### src/hdl/dpwp_fifo.sv
module dpwp_fifo #(
  parameter int unsigned WIDTH = 8,
  parameter int unsigned DEPTH = 8
) (
  input  logic             clk_i,
  input  logic             rst_ni,
  input  logic             push_i,
  input  logic [WIDTH-1:0] data_i,
  input  logic             pop_i,
  output logic [WIDTH-1:0] data_o,
  output logic             empty_o,
  output logic [$clog2(DEPTH+1)-1:0] count_o
);

  localparam int unsigned AW = $clog2(DEPTH);

  logic [WIDTH-1:0]          mem_q [DEPTH];
  logic [AW-1:0]             wp_q, rp_q;
  logic [$clog2(DEPTH+1)-1:0] cnt_q;
  logic                      do_pop;

  assign do_pop = pop_i && (cnt_q != '0);

  always_ff @(posedge clk_i or negedge rst_ni) begin
    if (!rst_ni) begin
      wp_q <= '0;
      rp_q <= '0;
      cnt_q <= '0;
    end else begin
      if (push_i) wp_q <= (wp_q == AW'(DEPTH - 1)) ? '0 : wp_q + 1'b1;
      if (do_pop) rp_q <= (rp_q == AW'(DEPTH - 1)) ? '0 : rp_q + 1'b1;
      cnt_q <= cnt_q + (push_i ? 1'b1 : 1'b0) - (do_pop ? 1'b1 : 1'b0);
    end
  end

  always_ff @(posedge clk_i) begin
    if (push_i) mem_q[wp_q] <= data_i;
  end

  assign data_o = mem_q[rp_q];
  assign empty_o = (cnt_q == '0);
  assign count_o = cnt_q;

endmodule

### config.mk
export PLATFORM = sky130hd
export DESIGN_NAME = dpwp_fifo
export DESIGN_NICKNAME = d
export VERILOG_FILES = /design/src/hdl/dpwp_fifo.sv
export SDC_FILE = /design/constraint.sdc
export NUM_CORES = 1
export LEC_CHECK = 0
export BUFFER_PORTS_ARGS = -buffer_cell sky130_fd_sc_hd__buf_4
export CORE_UTILIZATION = 32
export CTS_CLUSTER_SIZE = 16
export DETAILED_ROUTE_END_ITERATION = 12
export PLACE_DENSITY = 0.52
export REMOVE_ABC_BUFFERS = 1
export SLEW_MARGIN = 15
export SYNTH_ARGS = -nofsm -noshare
export SYNTH_HDL_FRONTEND = slang
export SYNTH_SLANG_ARGS = --single-unit
### constraint.sdc
create_clock -name clk_i -period 2.46 [get_ports clk_i]
set_input_delay 0.492 -clock clk_i [delete_from_list [all_inputs] [get_ports clk_i]]
set_output_delay 0.492 -clock clk_i [all_outputs]
set_load 0.01 [all_outputs]
==> Word-level counts from Yosys, hierarchy flattened <==
Memories as Yosys holds them, arrays and structs flattened.
Cells that the tools add are included.
{ "word_totals": {"out_inout_bits": 13, "input_bits": 12, "ff_bits": 10, "memories": 1, "elab_cells": 19, "ram_bits": 64} }
{ "op_classes": {"addsub": 4, "eq_ne": 2, "muxes": 6, "n_reduce_logical": 3} }
{ "memory_table": {"columns": ["name", "words", "width", "rd", "rd_ports_with_merged_regs", "write_ports", "line_no", "rtl"], "rows": [
  ["mem_q", 8, 8, 1, 0, 1, "17", "logic [WIDTH-1:0] mem_q [DEPTH];"]
]} }
{ "op_table": {"columns": ["op", "n"], "rows": [
  ["3-bit by 1-bit adder with 3-bit output, second input constant", 2],
  ["3-bit equality test, second input constant", 2],
  ["3-bit 2-to-1 mux", 2],
  ["4-bit by 1-bit adder with 4-bit output", 1],
  ["4-bit zero test", 1],
  ["1-bit 2-to-1 mux", 4],
  ["4-bit nonzero test", 1],
  ["4-bit by 1-bit subtractor with 4-bit output", 1],
  ["1-bit logical AND", 1]
]} }

==> Depth between registers and ports, before layout <==
{ "depth": {"word_depth": 4, "mapped_depth": 11, "ltp_nobuf": 11} }

==> Least setup slack after synthesis <==
Ideal clock, no wire load.
{ "synth_path": {"kind": "register -> register", "startpoint": "register cnt_q[2], in the netlist count_o[2]", "endpoint": "register cnt_q[2], in the netlist count_o[2]", "setup_ns": 0.122, "t_required_ns": 2.338, "arrival_time_ns": 2.224, "path_buffers": 0, "path_slack_ns": 0.114, "path_stages_with_launch": 11, "synth_period_minus_slack_ns": 2.346, "path_cell_list": "dfrtp_1 inv_1 ha_1 nor3b_1 nand2b_1 inv_1 ha_1 inv_1 ha_1 fa_1 xor2_1"} }
{ "synth_via": {"elab_chain_cells": 4, "word_cells_on_any_way": 5, "cone_classes": "add/sub (2); mux (1); reduce/logical (2)"} }
{ "synth_rtl": {"columns": ["item", "line_no", "rtl"], "rows": [
  ["start, declared", "19", "logic [$clog2(DEPTH+1)-1:0] cnt_q;"],
  ["start signal, assigned", "32", "cnt_q <= cnt_q + (push_i ? 1'b1 : 1'b0) - (do_pop ? 1'b1 : 1'b0);"],
  ["4-bit nonzero test", "22", "assign do_pop = pop_i && (cnt_q != '0);"],
  ["1-bit logical AND", "22", null],
  ["via do_pop", "20", "logic do_pop;"],
  ["1-bit 2-to-1 mux", "32", null],
  ["4-bit by 1-bit subtractor with 4-bit output", "32", null]
]} }
The timed path passes the listed nets, and every way through them passes these cells.
A chain may end at the register's enable or synchronous reset.

==> Worst setup path in the final report <==
{ "layout_path": {"startpoint": "register rp_q[0]", "endpoint": "output data_o[3]"} }
{ "layout_via": {"elab_chain_cells": 1} }
{ "layout_rtl": {"columns": ["item", "line_no", "rtl"], "rows": [
  ["start, declared", "18", "logic [AW-1:0] wp_q, rp_q;"],
  ["start signal, assigned", "31", "if (do_pop) rp_q <= (rp_q == AW'(DEPTH - 1)) ? '0 : rp_q + 1'b1;"],
  ["memory 8 x 8 bit", null, null],
  ["end, declared", "10", "output logic [WIDTH-1:0] data_o,"]
]} }
Every way passes these cells.

==> summary.md <==
| Metric | Value |
|---|---|
| Outcome | `completed` |
| DRC Markers | `0` |
| CTS H-tree depth | `3` |
| Slew headroom | `54.0%` |
| Adder-Cell Fraction of Synth Area | `4.32%` |
| Initial antenna violation count | `0` |
| Share of layout cells above drive strength 1 | `39.7%` |
| Mux cell area share after synthesis | `18.5%` |
| Final setup fails | `0` |
| First-pass GRT wire length | `8760 µm` |
| Seq/Total Area, Yosys | `70.7%` |
| Critical setup path kind | `reg2out` |
| Synth top area share | `62.6%` |
| Primary FF master, synth | `edfxtp_1` |
| Syn Inst Count | `150` |
| CP Capture Type | `output pin` |
| Post-route ant nets | `0` |
| Detailed placer's ending HPWL | `3700 µm` |
| Clk root buf | `clkbuf_8` |
| Placed insts | `309` |
| Largest family of logic cells by synthesized area | `multiplexers` |
| Chip height | `100 µm` |
| Top cells by area, synth | `edfxtp_1, dfrtp_1, mux4_1` |
| TritonCTS buffer count | `9` |
| Synth Cell Area | `0.00307 mm²` |
| Crit-path cells | `buf_12, mux4_1, mux2_4, buf_4` |
| Synth cell types | `25` |
| Core Rows | `35` |
| Pre-antenna DRT Iters | `4` |
| CTS sink count | `74` |
| Worst-Skew Late Latency | `0.34 ns` |
| Critical-path top delay cell | `mux4_1` |
| Async SR Flop Fraction | `13.5%` |
| CP required | `1.97 ns` |
| MaxCap Viol Count | `0` |
| Buffers on Ports | `24` |
| Via count | `1474` |
| CP top delay family | `multiplexers` |
| Initial drt markers | `53` |
| Static leakage | `0.00137 µW` |
| #FFs+latches synth | `74` |
| Synth Area in XOR/XNOR | `0.570%` |
| Max Slew Vio Count | `0` |
| Buf/Inv on CP | `2` |
| I/O pin count | `25` |
| Minimum clock period | `2.41 ns` |
| CTS tree | `done` |
| Count leader, synth | `edfxtp_1` |
| Unrepaired setup endpoints after global routing | `yes` |
| Worst-path clk slew | `0.08 ns` |
| Largest net degree at the start of global routing | `19` |
| Worst min path class | `in2reg` |
| Critical Path AT | `1.92 ns` |
| Synth Area in Compound Gates | `0.570%` |
| Vias per inst | `4.49` |
| Crit Path Max Fanout | `5` |
| P&R area growth vs syn | `20.1%` |
| CP peak stage delay | `0.56 ns` |
| Hold Vio Cnt, Final | `0` |
| Synth warn | `0` |
| # diodes | `0` |
| Simple-gate area share of the yosys netlist | `2.97%` |
| Final Cycle Share | `98.0%` |
| Startpoint Class | `register` |
| Power consumption | `4320 µW` |
| Worst-margin pin slew | `0.690 ns` |
| Total routed wirelength | `5680 µm` |
| DIE AREA | `0.0100 mm²` |
| Post-synth EDFFs | `64` |
| Chip Width | `100 µm` |
| Clock Tree Buf Depth | `2` |
| Cell taking the most area after synthesis | `edfxtp_1` |
| Number of global-route vias before repair | `1625` |
| Fmax | `415 MHz` |
| Final Non-Filler Cells | `328` |
| Remaining Overflow, GRT | `0` |
| Setup Skew | `0.00561 ns` |
| Core area | `0.00928 mm²` |
| Routability Congestion | `0.697` |
| Initial Util | `33.1%` |
| Total GRT Usage | `12.4%` |
| Top cells by count, synth | `edfxtp_1, dfrtp_1, ha_1` |
| Total Nets Final | `216` |
| Power per cell area | `1170 mW/mm²` |
| Peak supply drop | `0.502 mV` |
| Syn_area_per_cell | `20.5 µm²` |
| Average wire per standard cell | `17.3 µm` |
-- per-stage QoR --
| stage | TNS (ns) | hold slack [ns] | worst slack (ns) | instance area, µm² | utilization [%] |
|---|---|---|---|---|---|
| finish | 0 | 0.384 | 0.0485 | 3690 | 39.7 |
| global route | -0.0724 | 0.368 | -0.0237 | 3690 | 39.7 |
| CTS | -0.0139 | 0.362 | -0.0139 | 3650 | 39.3 |
| detailed placement | 0 | 0.329 | 0.0831 | 3450 | 37.2 |
| global placement | 0 | 0.326 | 0.252 | 3450 | 37.2 |
| floorplan | 0 | 0.196 | 0.114 | 3030 | - |
-- where the power goes --
group / total (µW) / internal [µW] / switching (µW)
Clock: 900 / 462 / 438
Sequential: 1850 / 1620 / 235
Combinational: 1570 / 943 / 631
-- registers in the layout, indices dropped and copies added (netlist names) --
| signal | cells |
|---|---|
| mem_q | 64 |
| rp_q | 3 |
| count_o | 4 |
| wp_q | 3 |
-- worst register-to-register path: stages (launching register included) --
cell	delay, ns
dfrtp_1	0.41
inv_1	0.10
ha_1	0.15
nor3b_2	0.20
nand2b_1	0.24
inv_1	0.07
ha_1	0.27
inv_1	0.05
ha_1	0.21
fa_1	0.38
xor2_1	0.15
-- layer usage --
metal  vias to the layer above  GRT usage [%]  part of all wire, %
met3                        10           3.41                  4.7
met5                         -              0                    0
met2                        35           20.6                   47
met1                       753           15.2                   46
met4                         0           5.69                  1.7
li1                        676              -                    -
-- cells by family (layout without fill, tap and decap cells) --
family / after synthesis / in the layout
and+or+nand+nor: 19 / 19
adders and majority gates: 10 / 10
xor gates and xnor gates: 2 / 2
DFF: 74 / 74
AOI/OAI and AO/OA: 3 / 3
buffers and inverters: 13 / 62
muxes: 29 / 29
-- final cells by class --
cell class / count / area, µm²
clock buffer: 10 / 128
timing repair buffer: 38 / 322
fill: 875 / 5600
clock inverter: 6 / 57.6
inverter: 8 / 30.0
multi-input combinational: 63 / 816
sequential: 74 / 2170
tap: 129 / 161
-- layout by cell type (no fill, tap or decap), types with 4 or more instances in the layout --
| cell type | count |
|---|---|
| mux2_2 | 5 |
| ha_1 | 9 |
| edfxtp_1 | 64 |
| buf_4 | 34 |
| dfrtp_1 | 8 |
| mux4_2 | 12 |
| mux2_4 | 8 |
| inv_1 | 8 |
| nor2_1 | 8 |
| mux4_1 | 4 |
| clkbuf_8 | 9 |
-- what timing repair did --
item | CTS | global route
endpoints found under the hold margin | 10 | 0
endpoints found under the setup margin | 8 | 10
gates cloned | 0 | 1
setup buffers | 0 | 1
gates resized for setup | 2 | 9
hold buffers | 1 | 0
-- path summary, 6_finish.rpt --
path	cells after the start	slack [ns]	to	start
min in group asynchronous	2	0.50	count_o[2]$_DFF_PN0_	rst_ni
hold / removal	1	0.38	mem_q[5][5]$_DFFE_PP_	data_i[5]
setup / recovery	4	0.05	data_o[3]	rp_q[0]$_DFFE_PN0P_
hold reg to reg	1	0.57	wp_q[2]$_DFFE_PN0P_	wp_q[2]$_DFFE_PN0P_
max in group asynchronous	2	1.80	rp_q[0]$_DFFE_PN0P_	rst_ni
setup reg to reg	10	0.13	count_o[2]$_DFF_PN0_	count_o[2]$_DFF_PN0_
Note: power is estimated with default switching activity, not from simulation.
